===== config.mk =====
export PLATFORM = sky130hd
export DESIGN_NAME = block_map_first_fit_allocator_unit
export DESIGN_NICKNAME = d
export VERILOG_FILES = /design/src/hw/rtl/bmap_pkg.sv /design/src/hw/rtl/block_map_first_fit_allocator_unit.sv
export SDC_FILE = /design/constraint.sdc
export NUM_CORES = 1
export LEC_CHECK = 0
export ABC_AREA = 0
export BUFFER_PORTS_ARGS = -buffer_cell sky130_fd_sc_hd__clkbuf_2
export CAP_MARGIN = 25
export CORE_MARGIN = 4
export CORE_UTILIZATION = 45
export CTS_CLUSTER_SIZE = 40
export DETAILED_ROUTE_END_ITERATION = 7
export RECOVER_POWER = 25
export SYNTH_ARGS = -nofsm -noshare
export SYNTH_HDL_FRONTEND = slang
export SYNTH_SLANG_ARGS = --single-unit

===== constraint.sdc =====
create_clock -name clock -period 7.8 [get_ports clock]
set_input_delay 2.34 -clock clock [delete_from_list [all_inputs] [get_ports clock]]
set_output_delay 2.34 -clock clock [all_outputs]
set_load 0.05 [all_outputs]

===== src/hw/rtl/bmap_pkg.sv =====
// Shared types and constants for the block map first-fit allocator.
`default_nettype none

package bmap_pkg;

   localparam int NUM_BLOCKS = 64;
   localparam int IDX_W      = $clog2(NUM_BLOCKS);
   localparam int CNT_W      = IDX_W + 1;
   localparam int SIZE_W     = 32;
   localparam int BSZ_W      = 16;
   localparam int FB_W       = 22;
   localparam int FRAG_W     = 21;
   localparam int FRAG_SCALE = 100 * 256;
   localparam int DCNT_W     = $clog2(SIZE_W);

   typedef enum logic [1:0] {
      OP_ALLOC  = 2'd0,
      OP_FREE   = 2'd1,
      OP_SET    = 2'd2,
      OP_QUERY  = 2'd3
   } op_type;

   typedef enum logic [1:0] {
      BS_RESERVED = 2'd0,
      BS_DEFECT   = 2'd1,
      BS_FREE     = 2'd2,
      BS_OCCUPIED = 2'd3
   } status_type;

   typedef enum logic [1:0] {
      RC_OK      = 2'd0,
      RC_NOSPACE = 2'd1,
      RC_RANGE   = 2'd2,
      RC_SPARE   = 2'd3
   } code_type;

   typedef enum logic {
      REG_TOTAL_BLOCKS = 1'b0,
      REG_BLOCK_SIZE   = 1'b1
   } reg_type;

   typedef enum logic [2:0] {
      S_IDLE,
      S_DIV,
      S_SCAN,
      S_DECIDE,
      S_ALLOC,
      S_REPLY
   } state_type;

endpackage

`default_nettype wire


===== src/hw/rtl/block_map_first_fit_allocator_unit.sv =====
// Top level of the block map first-fit allocator: status map, scan sequencer and shared divider.
//
// One command is taken at a time; busy is high from the cycle after start until the command's
// last result beat is issued. Every result beat shows on the rsp_ ports for one cycle with
// rsp_strobe and cannot be held off. Timing is set by the shared 32-step restoring divider and
// by the map scan of the blocks in use, one block per cycle through the registered map read port:
// free and set status go straight to their result beat; query scans the map, then runs the
// fragmentation divide when any block is occupied; allocate runs the block count divide, scans
// to count free blocks and decides, then either gives a single beat or runs a second scan that
// emits one allocated block per free block found until the requested count is reached. The map
// reads all free right after reset through per-block written flags, so no clearing pass is needed.
`default_nettype none

module block_map_first_fit_allocator_unit (
   input  wire logic                        clock,
   input  wire logic                        reset,
   input  wire logic                        start,
   output logic                             busy,
   input  wire logic [1:0]                  req_operation,
   input  wire logic [bmap_pkg::SIZE_W-1:0] req_size_bytes,
   input  wire logic [bmap_pkg::IDX_W-1:0]  req_target_block,
   input  wire logic [1:0]                  req_new_status,
   output logic                             rsp_strobe,
   output logic [1:0]                       rsp_result_code,
   output logic [bmap_pkg::IDX_W-1:0]       rsp_block_index,
   output logic                             rsp_block_valid,
   output logic                             rsp_last,
   output logic [bmap_pkg::FB_W-1:0]        rsp_free_bytes,
   output logic [bmap_pkg::CNT_W-1:0]       rsp_longest_free_run,
   output logic [bmap_pkg::FRAG_W-1:0]      rsp_fragmentation_q8,
   output logic                             rsp_fragmentation_undefined,
   input  wire logic                        csr_we,
   input  wire logic                        csr_index,
   input  wire logic [bmap_pkg::BSZ_W-1:0]  csr_wdata
);

   localparam int IW = bmap_pkg::IDX_W;
   localparam int CW = bmap_pkg::CNT_W;

   bmap_pkg::state_type   state_ff, state_in;
   bmap_pkg::op_type      op_ff, op_in;
   logic [IW-1:0]         tgt_ff, tgt_in;
   logic [1:0]            nst_ff, nst_in;

   logic [CW-1:0]         total_ff;
   logic [bmap_pkg::BSZ_W-1:0] bsize_ff;

   logic [1:0]            mem [bmap_pkg::NUM_BLOCKS];
   logic [bmap_pkg::NUM_BLOCKS-1:0] written_ff;
   logic                  mem_we;
   logic [IW-1:0]         mem_waddr;
   logic [1:0]            mem_wdata;

   logic [CW-1:0]         addr_ff, addr_in;
   logic                  rd_vld_ff;
   logic [IW-1:0]         rd_idx_ff;
   logic [1:0]            rd_data_ff;
   logic                  rd_ok_ff;
   logic                  issue;

   logic [CW-1:0]         nfree_ff, nfree_in;
   logic [CW-1:0]         nocc_ff, nocc_in;
   logic [CW-1:0]         run_ff, run_in;
   logic [CW-1:0]         best_ff, best_in;
   logic [CW-1:0]         k_ff, k_in;

   logic [bmap_pkg::BSZ_W-1:0]  rem_ff, rem_in;
   logic [bmap_pkg::SIZE_W-1:0] quo_ff, quo_in;
   logic [bmap_pkg::BSZ_W-1:0]  dvsr_ff, dvsr_in;
   logic [bmap_pkg::DCNT_W-1:0] dcnt_ff, dcnt_in;
   logic [bmap_pkg::BSZ_W:0]    trial;
   logic                        trial_ge;

   bmap_pkg::code_type    code_ff, code_in;
   logic                  undef_ff, undef_in;

   logic                  rsp_strobe_ff, rsp_strobe_in;
   logic [1:0]            rsp_code_ff, rsp_code_in;
   logic [IW-1:0]         rsp_index_ff, rsp_index_in;
   logic                  rsp_bvalid_ff, rsp_bvalid_in;
   logic                  rsp_last_ff, rsp_last_in;
   logic [bmap_pkg::FB_W-1:0]   rsp_fb_ff, rsp_fb_in;
   logic [CW-1:0]         rsp_run_ff, rsp_run_in;
   logic [bmap_pkg::FRAG_W-1:0] rsp_frag_ff, rsp_frag_in;
   logic                  rsp_undef_ff, rsp_undef_in;

   logic [CW-1:0]         n_use;
   logic [1:0]            cur_st;
   logic                  cur_free;
   logic                  accept;
   logic [bmap_pkg::FB_W-1:0]   fb_prod;
   logic [bmap_pkg::FB_W-1:0]   frag_num;
   logic [CW-1:0]         run_next;

   assign busy   = (state_ff != bmap_pkg::S_IDLE);
   assign accept = start && !busy;
   assign n_use  = (total_ff > CW'(bmap_pkg::NUM_BLOCKS)) ? CW'(bmap_pkg::NUM_BLOCKS) : total_ff;
   assign issue  = ((state_ff == bmap_pkg::S_SCAN) || (state_ff == bmap_pkg::S_ALLOC))
                   && (addr_ff < n_use);
   assign cur_st   = rd_ok_ff ? rd_data_ff : bmap_pkg::BS_FREE;
   assign cur_free = (cur_st == bmap_pkg::BS_FREE);
   assign run_next = run_ff + CW'(1);
   assign trial    = {rem_ff, quo_ff[bmap_pkg::SIZE_W-1]};
   assign trial_ge = (trial >= {1'b0, dvsr_ff});
   assign fb_prod  = bmap_pkg::FB_W'(nfree_ff) * bmap_pkg::FB_W'(bsize_ff);
   assign frag_num = bmap_pkg::FB_W'(nfree_ff - best_ff) * bmap_pkg::FB_W'(bmap_pkg::FRAG_SCALE);

   always_ff @(posedge clock) begin
      if (reset) begin
         total_ff <= CW'(16);
         bsize_ff <= bmap_pkg::BSZ_W'(512);
      end else if (csr_we) begin
         case (bmap_pkg::reg_type'(csr_index))
            bmap_pkg::REG_TOTAL_BLOCKS: total_ff <= csr_wdata[CW-1:0];
            bmap_pkg::REG_BLOCK_SIZE:   bsize_ff <= csr_wdata;
            default:                    total_ff <= total_ff;
         endcase
      end
   end

   always_ff @(posedge clock) begin
      if (mem_we) begin
         mem[mem_waddr] <= mem_wdata;
      end
      if (issue) begin
         rd_data_ff <= mem[addr_ff[IW-1:0]];
         rd_ok_ff   <= written_ff[addr_ff[IW-1:0]];
         rd_idx_ff  <= addr_ff[IW-1:0];
      end
   end

   always_ff @(posedge clock) begin
      if (reset) begin
         written_ff <= '0;
      end else if (mem_we) begin
         written_ff[mem_waddr] <= 1'b1;
      end
   end

   always_ff @(posedge clock) begin
      if (reset) begin
         state_ff      <= bmap_pkg::S_IDLE;
         rd_vld_ff     <= 1'b0;
         rsp_strobe_ff <= 1'b0;
      end else begin
         state_ff      <= state_in;
         rd_vld_ff     <= issue;
         rsp_strobe_ff <= rsp_strobe_in;
      end
   end

   always_ff @(posedge clock) begin
      op_ff        <= op_in;
      tgt_ff       <= tgt_in;
      nst_ff       <= nst_in;
      addr_ff      <= addr_in;
      nfree_ff     <= nfree_in;
      nocc_ff      <= nocc_in;
      run_ff       <= run_in;
      best_ff      <= best_in;
      k_ff         <= k_in;
      rem_ff       <= rem_in;
      quo_ff       <= quo_in;
      dvsr_ff      <= dvsr_in;
      dcnt_ff      <= dcnt_in;
      code_ff      <= code_in;
      undef_ff     <= undef_in;
      rsp_code_ff  <= rsp_code_in;
      rsp_index_ff <= rsp_index_in;
      rsp_bvalid_ff <= rsp_bvalid_in;
      rsp_last_ff  <= rsp_last_in;
      rsp_fb_ff    <= rsp_fb_in;
      rsp_run_ff   <= rsp_run_in;
      rsp_frag_ff  <= rsp_frag_in;
      rsp_undef_ff <= rsp_undef_in;
   end

   always_comb begin
      state_in      = state_ff;
      op_in         = op_ff;
      tgt_in        = tgt_ff;
      nst_in        = nst_ff;
      addr_in       = issue ? (addr_ff + CW'(1)) : addr_ff;
      nfree_in      = nfree_ff;
      nocc_in       = nocc_ff;
      run_in        = run_ff;
      best_in       = best_ff;
      k_in          = k_ff;
      rem_in        = rem_ff;
      quo_in        = quo_ff;
      dvsr_in       = dvsr_ff;
      dcnt_in       = dcnt_ff;
      code_in       = code_ff;
      undef_in      = undef_ff;
      mem_we        = 1'b0;
      mem_waddr     = tgt_ff;
      mem_wdata     = nst_ff;
      rsp_strobe_in = 1'b0;
      rsp_code_in   = bmap_pkg::RC_OK;
      rsp_index_in  = '0;
      rsp_bvalid_in = 1'b0;
      rsp_last_in   = 1'b1;
      rsp_fb_in     = '0;
      rsp_run_in    = '0;
      rsp_frag_in   = '0;
      rsp_undef_in  = 1'b0;

      case (state_ff)
         bmap_pkg::S_IDLE: begin
            if (accept) begin
               op_in    = bmap_pkg::op_type'(req_operation);
               tgt_in   = req_target_block;
               nst_in   = req_new_status;
               addr_in  = '0;
               nfree_in = '0;
               nocc_in  = '0;
               run_in   = '0;
               best_in  = '0;
               k_in     = '0;
               undef_in = 1'b0;
               code_in  = bmap_pkg::RC_OK;
               case (bmap_pkg::op_type'(req_operation))
                  bmap_pkg::OP_ALLOC: begin
                     rem_in   = '0;
                     quo_in   = req_size_bytes;
                     dvsr_in  = bsize_ff;
                     dcnt_in  = '1;
                     state_in = bmap_pkg::S_DIV;
                  end
                  bmap_pkg::OP_QUERY: state_in = bmap_pkg::S_SCAN;
                  default:            state_in = bmap_pkg::S_REPLY;
               endcase
            end
         end

         bmap_pkg::S_DIV: begin
            rem_in  = trial_ge ? bmap_pkg::BSZ_W'(trial - {1'b0, dvsr_ff})
                               : trial[bmap_pkg::BSZ_W-1:0];
            quo_in  = {quo_ff[bmap_pkg::SIZE_W-2:0], trial_ge};
            dcnt_in = dcnt_ff - bmap_pkg::DCNT_W'(1);
            if (dcnt_ff == '0) begin
               addr_in  = '0;
               state_in = (op_ff == bmap_pkg::OP_ALLOC) ? bmap_pkg::S_SCAN : bmap_pkg::S_REPLY;
            end
         end

         bmap_pkg::S_SCAN: begin
            if (rd_vld_ff) begin
               if (cur_free) begin
                  nfree_in = nfree_ff + CW'(1);
                  run_in   = run_next;
                  best_in  = (run_next > best_ff) ? run_next : best_ff;
               end else begin
                  nocc_in = nocc_ff + CW'(1);
                  run_in  = '0;
               end
            end else if (!issue) begin
               if (op_ff == bmap_pkg::OP_ALLOC) begin
                  state_in = bmap_pkg::S_DECIDE;
               end else if (nocc_ff == '0) begin
                  undef_in = 1'b1;
                  state_in = bmap_pkg::S_REPLY;
               end else begin
                  rem_in   = '0;
                  quo_in   = bmap_pkg::SIZE_W'(frag_num);
                  dvsr_in  = bmap_pkg::BSZ_W'(nocc_ff);
                  dcnt_in  = '1;
                  state_in = bmap_pkg::S_DIV;
               end
            end
         end

         bmap_pkg::S_DECIDE: begin
            addr_in = '0;
            if ((bsize_ff == '0) || (quo_ff > bmap_pkg::SIZE_W'(nfree_ff))) begin
               code_in  = bmap_pkg::RC_NOSPACE;
               state_in = bmap_pkg::S_REPLY;
            end else if (quo_ff == '0) begin
               code_in  = bmap_pkg::RC_OK;
               state_in = bmap_pkg::S_REPLY;
            end else begin
               state_in = bmap_pkg::S_ALLOC;
            end
         end

         bmap_pkg::S_ALLOC: begin
            if (rd_vld_ff && cur_free) begin
               mem_we        = 1'b1;
               mem_waddr     = rd_idx_ff;
               mem_wdata     = bmap_pkg::BS_OCCUPIED;
               k_in          = k_ff + CW'(1);
               rsp_strobe_in = 1'b1;
               rsp_index_in  = rd_idx_ff;
               rsp_bvalid_in = 1'b1;
               rsp_last_in   = ((k_ff + CW'(1)) == quo_ff[CW-1:0]);
               if (rsp_last_in) begin
                  state_in = bmap_pkg::S_IDLE;
               end
            end else if (!rd_vld_ff && !issue) begin
               state_in = bmap_pkg::S_IDLE;
            end
         end

         bmap_pkg::S_REPLY: begin
            rsp_strobe_in = 1'b1;
            state_in      = bmap_pkg::S_IDLE;
            case (op_ff)
               bmap_pkg::OP_ALLOC: rsp_code_in = code_ff;
               bmap_pkg::OP_QUERY: begin
                  rsp_fb_in    = fb_prod;
                  rsp_run_in   = best_ff;
                  rsp_frag_in  = undef_ff ? '0 : quo_ff[bmap_pkg::FRAG_W-1:0];
                  rsp_undef_in = undef_ff;
               end
               default: begin
                  if (CW'(tgt_ff) >= n_use) begin
                     rsp_code_in = bmap_pkg::RC_RANGE;
                  end else begin
                     mem_we    = 1'b1;
                     mem_wdata = (op_ff == bmap_pkg::OP_FREE) ? bmap_pkg::BS_FREE : nst_ff;
                  end
               end
            endcase
         end

         default: state_in = bmap_pkg::S_IDLE;
      endcase
   end

   assign rsp_strobe                  = rsp_strobe_ff;
   assign rsp_result_code             = rsp_code_ff;
   assign rsp_block_index             = rsp_index_ff;
   assign rsp_block_valid             = rsp_bvalid_ff;
   assign rsp_last                    = rsp_last_ff;
   assign rsp_free_bytes              = rsp_fb_ff;
   assign rsp_longest_free_run        = rsp_run_ff;
   assign rsp_fragmentation_q8        = rsp_frag_ff;
   assign rsp_fragmentation_undefined = rsp_undef_ff;

endmodule

`default_nettype wire


### Word-level counts from Yosys, hierarchy flattened

Memory sizes are Yosys's and may differ from the RTL's. A register that Yosys moved wholly into a read port is not among the register bits.
Cells that the tools add are included.
Widths: inputs -> output; s select.

| word-level totals | value |
|---|---|
| word-level logic and storage cells | 215 |
| bits in latches | 0 |
| register bits | 284 |
| memories | 1 |
| input bits | 63 |
| bits in read-only memories | 0 |
| memory bits (writable) | 128 |

| cells by class | value |
|---|---|
| multiplexer cells | 95 |
| equal/unequal tests | 26 |
| magnitude comparators | 9 |
| multipliers | 2 |
| $add $sub $neg | 8 |
| div/mod/pow operators | 0 |
| shift-type cells | 0 |
| reductions and logical operators | 39 |
| bitwise logic cells | 4 |

Memory list:

| name | depth | bits a word | rd ports | clocked after memory_dff | write ports | RTL line | RTL |
|---|---|---|---|---|---|---|---|
| mem | 64 | 2 | 1 | 1 | 1 | block_map_first_fit_allocator_unit.sv:48 | `logic [1:0] mem [bmap_pkg::NUM_BLOCKS];` |

Operators by type and width:

| cell | count |
|---|---|
| $mux 16 | 13 |
| $mux 32 | 6 |
| $mux 7 | 15 |
| $pmux 32 s3 | 1 |
| $pmux 7 s2 | 5 |
| $or 64x64->64 | 1 |
| $pmux 16 s3 | 1 |
| $add 7x1->7 const B | 5 |
| $gt 32x7->1 | 1 |
| $logic_not 32->1 | 1 |
| $pmux 16 s2 | 1 |
| $mux 3 | 10 |
| $mux 5 | 6 |
| $mul 22x5->12 const B | 1 |
| $mul 7x16->22 | 1 |
| $pmux 7 s3 | 1 |
| $mux 2 | 9 |
| $ne 2x2->1 const B | 9 |
| $ge 17x16->1 | 1 |
| $logic_not 16->1 | 1 |
| $sub 16x16->16 | 1 |
| $pmux 3 s5 | 1 |
| $pmux 5 s3 | 1 |
| $lt 6x7->1 const B | 2 |
| other kinds (42) | 89 |

### Longest topological paths before layout

| depth | value |
|---|---|
| depth after elaboration | 10 |
| mapped depth | 21 |
| depth with buffers taken out | 20 |

### Worst setup path before layout

Ideal clock, no wire load.

| timing path | value |
|---|---|
| kind | input -> register |
| start point | input req_operation[0] |
| end point | register dcnt_ff[0] in the netlist's numbering, enable pin |
| data arrival time | 6,346 ps |
| cell stages on the path | 6 |
| setup time | 529 ps |
| path slack | 924 ps |
| buffers on the path | 0 |
| cells stage by stage | inv_1 > ha_1 > a21oi_1 > nor2_1 > a21oi_1 > nor3_1 |

| on the way | value |
|---|---|
| cells in the longest elaborated chain, start to end | 3 |

RTL lines:

| element | RTL line | RTL |
|---|---|---|
| start, declared | block_map_first_fit_allocator_unit.sv:19 | `input wire logic [1:0] req_operation,` |
| $logic_not 2->1 | block_map_first_fit_allocator_unit.sv:222 | `case (bmap_pkg::op_type'(req_operation))` |
| $ne 2x1->1 (no line) | - |  |
| $reduce_and 7->1 (no line) | - |  |
| end signal, assigned | block_map_first_fit_allocator_unit.sv:165 | `dcnt_ff <= dcnt_in;` |
| end, declared | block_map_first_fit_allocator_unit.sv:70 | `logic [bmap_pkg::DCNT_W-1:0] dcnt_ff, dcnt_in;` |

No other way between the ends.
A chain may end at the register's enable or synchronous reset.

### Worst setup path in the final report

| timing path | value |
|---|---|
| start point | input reset |
| end point | register written_ff[48] in the netlist's numbering |

RTL lines:

| element | RTL line | RTL |
|---|---|---|
| start, declared | block_map_first_fit_allocator_unit.sv:16 | `input wire logic reset,` |
| end signal, assigned | block_map_first_fit_allocator_unit.sv:134 | `written_ff <= '0;` |
| end signal, assigned by index | block_map_first_fit_allocator_unit.sv:136 | `written_ff[mem_waddr] <= 1'b1;` |
| end, declared | block_map_first_fit_allocator_unit.sv:49 | `logic [bmap_pkg::NUM_BLOCKS-1:0] written_ff;` |

No word-level cell between the ends.

==> metrics <==
Post-synth top flop=edfxtp_1; Max Cap Violations=6; Post-Synth XOR/XNOR Area=0.0296; hold_sp=written_ff[34]; CTS tree=yes; clock sink count=413; initial core utilization=0.454; Mapped Avg Cell Area=11.1 um^2; crit path DAT=6.16 ns; I/O Buffers=125; wire per inst=19.6 um; final period utilization=0.757; Yosys cell types=79; Pins Over Slew Limit=293; worst vdd rail ir drop=699 uV; CTS H-tree lvls=2; n_diodes=0; number of gates resized after CTS=0; total grt overflow=0; drt total wl=55.6 mm; simple-gate share of the synthesized area=0.136; area leader, netlist=edfxtp_1; Synth warnings=0; Adder-Cell Fraction of Synth Area=0.135; asr flop ratio synth=0; slowest CP cell=clkbuf_1; delay-heaviest family, CP=buffers and inverters; FF-to-FF Start=addr_ff[1]; Compound-Gate Fraction of Synth Area=0.0997; Hold Path Class=flip-flop to flip-flop; GP Congestion=0.884; number of nets in the layout=2,396; syn nets=2,317; final setup fails=0; pwr dens=407 nW/um^2; clock transition at the registers of the reported paths=0.06 ns; leak pwr=10.0 nW; largest family of logic cells by synthesized area=simple AND/OR/NAND/NOR gates; Max Fclk=0.169 GHz; clk root buf=clkbuf_16; crit path buf inv count=2; IO Count=126; CTS Hold Bufs=0; Final Hold Viols=0; vias=15,600; crit-path cells=clkbuf_1 -> clkbuf_1 -> o32ai_1; critical path peak fanout=90; CP most frequent cell=clkbuf_1; RSZ-0062 raised after global routing=false; max incr delay on CP=2.99 ns; Die Height=233 um; violated checks=capacitance limit, slew limit; Cells after Synth=2,055; drt drc=0; DRC marker count from the first detailed-route iteration=1,127; status=finished with violations; number of flops mapped to enable cells by yosys=253; Startpoint Class=input pin; Yosys reg bits=413; Core ar.=50,100 um^2; first drt pass iteration count=6; Layout Area Growth over Synthesis=11.7%; share of cells above drive strength 1=0.121; row count=82; vias per inst=5.50; Mapped Area=22,700 um^2; Seq/Total Area, Yosys=0.475; initial antenna violation count=0; Setup crit end kind=flip-flop; measured slew at the worst slew-check pin=4.27 ns; critical path startpoint=reset; clk_skew=0.0236 ns; WS Path Type=input pin to flip-flop; vias in the first global route=15,600; min cycle time layout=5.91 ns; Required @ worst endpoint=8.05 ns; total track usage=0.204; top post-synthesis cells by area=edfxtp_1 (33%), dfxtp_1 (14%), fa_1 (6.8%), ha_1 (6.7%), mux4_2 (4.0%); largest net degree at the start of global routing=99; Synth top area share=0.334; Layout Utilization=0.507; TritonCTS buffer count=46; Slew headroom=-1.84; DIE AREA=54,200 um^2; Die W=233 um; postcts setup bufs=0; post-synthesis mux area share=0.0640; clk_lat worst skew=0.58 ns; Clock Path Buffers=3; worst reg2reg setup slack=1.90 ns; Routed Antenna Nets=0; Final TNS setup=0 ns; post-DP HPWL=38.2 mm; global-route wire length before repair=87.2 mm
## worst reg2reg max path, stage by stage, from the launching register on
cell and delay (ns):
dfxtp_1 0.32, clkbuf_1 2.00, ha_1 0.52, a21oi_1 0.16, o21ai_0 0.15, a21oi_1 1.52, nor2_1 0.18, a21oi_1 0.33
nor3_2 0.11, buf_4 0.30
## area by class of cell
type	instances	area, um^2
fillers	4554	24700
flip-flops and latches	413	10800
multi-input cells	1289	10500
clock buffers	64	1300
inverters	232	871
well taps	672	841
repair buffers	152	776
clock inverters	21	270
## report_power, final
group | internal, mW | switching (mW)
clock network | 1.37 | 0.890
logic | 2.09 | 2.85
registers | 2.80 | 0.340
total | 6.26 | 4.08
## through the flow
step	cells	hold slack (ns)	total power [mW]	setup WS [ns]	instance area, um^2
floorplan	2055	0.428	6.92	0.924	22700
global placement	2752	0.437	8.00	2.49	23900
detailed placement	2754	0.443	8.13	2.47	23900
CTS	2839	0.452	10.4	2.43	25500
global route	2843	0.471	11.2	1.52	25400
finish	2843	0.453	10.3	1.89	25400
## flip-flops by register name, indices dropped and copies added, names as in the netlist, 3 cells and up
| signal | flops |
|---|---|
| mem | 128 |
| written_ff | 64 |
| quo_ff | 32 |
| rsp_free_bytes | 22 |
| rsp_fragmentation_q8 | 21 |
| bsize_ff | 16 |
| dvsr_ff | 16 |
| rem_ff | 16 |
| addr_ff | 7 |
| best_ff | 7 |
| k_ff | 7 |
| nfree_ff | 7 |
| nocc_ff | 7 |
| rsp_longest_free_run | 7 |
| run_ff | 7 |
| total_ff | 7 |
| rd_idx_ff | 6 |
| rsp_block_index | 6 |
| tgt_ff | 6 |
| dcnt_ff | 5 |
| state_ff | 3 |
## path summary, 6_finish.rpt
path | endpoint | cells after the start
hold reg to reg | written_ff[34] | 2
hold / removal | written_ff[34] | 2
setup reg to reg | quo_ff[18] | 9
setup / recovery | written_ff[48] | 3
## cells in the final DEF, fill, tap and decap left out, drive strengths merged, types with 5 or more instances in the layout
master / instances
a211oi: 13
a21o: 20
a21oi: 65
a22o: 18
a22oi: 8
a31oi: 9
and2: 115
and3: 16
buf: 16
bufinv: 6
clkbuf: 200
clkinv: 12
dfxtp: 160
edfxtp: 253
fa: 77
ha: 122
inv: 234
mux2i: 49
mux4: 42
nand2: 164
nand2b: 15
nand3: 27
nand3b: 8
nand4: 9
nor2: 122
nor2b: 19
nor3: 87
nor4: 12
o21a: 6
o21ai: 50
o21bai: 5
o221ai: 16
o22ai: 5
o32ai: 65
or2: 6
or3: 5
xnor2: 41
xor2: 28
## cell families after synthesis
| group | Yosys count |
|---|---|
| mux | 92 |
| simple gates | 617 |
| compound gates | 309 |
| xor+xnor | 72 |
| flops | 413 |
| fa+ha+maj | 199 |
| buf+inv | 353 |
## Yosys cell counts, types with 6 or more instances
library cell,n
edfxtp_1,253
inv_1,229
nand2_1,161
dfxtp_1,160
ha_1,122
nor2_1,121
and2_1,115
clkbuf_1,90
nor3_1,87
fa_1,77
a21oi_1,61
o32ai_1,61
mux2i_1,49
o21ai_0,47
xnor2_1,41
mux4_2,40
xor2_1,28
nand3_1,26
a21o_1,20
nor2b_1,19
a22o_1,18
buf_2,18
and3_1,16
o221ai_1,16
nand2b_1,14
a211oi_1,13
nor4_1,12
a31oi_1,9
nand4_1,9
a22oi_1,8
nand3b_1,8
o21a_1,6
## per-layer routing
metal | up-vias | wire length, um | track usage
li1 | 7400 | - | -
met1 | 7783 | 23800 | 0.271
met2 | 378 | 27400 | 0.345
met3 | 88 | 2810 | 0.0354
met4 | 0 | 1600 | 0.0596
met5 | - | 0 | 0
Power figures use the tool's default switching activity.
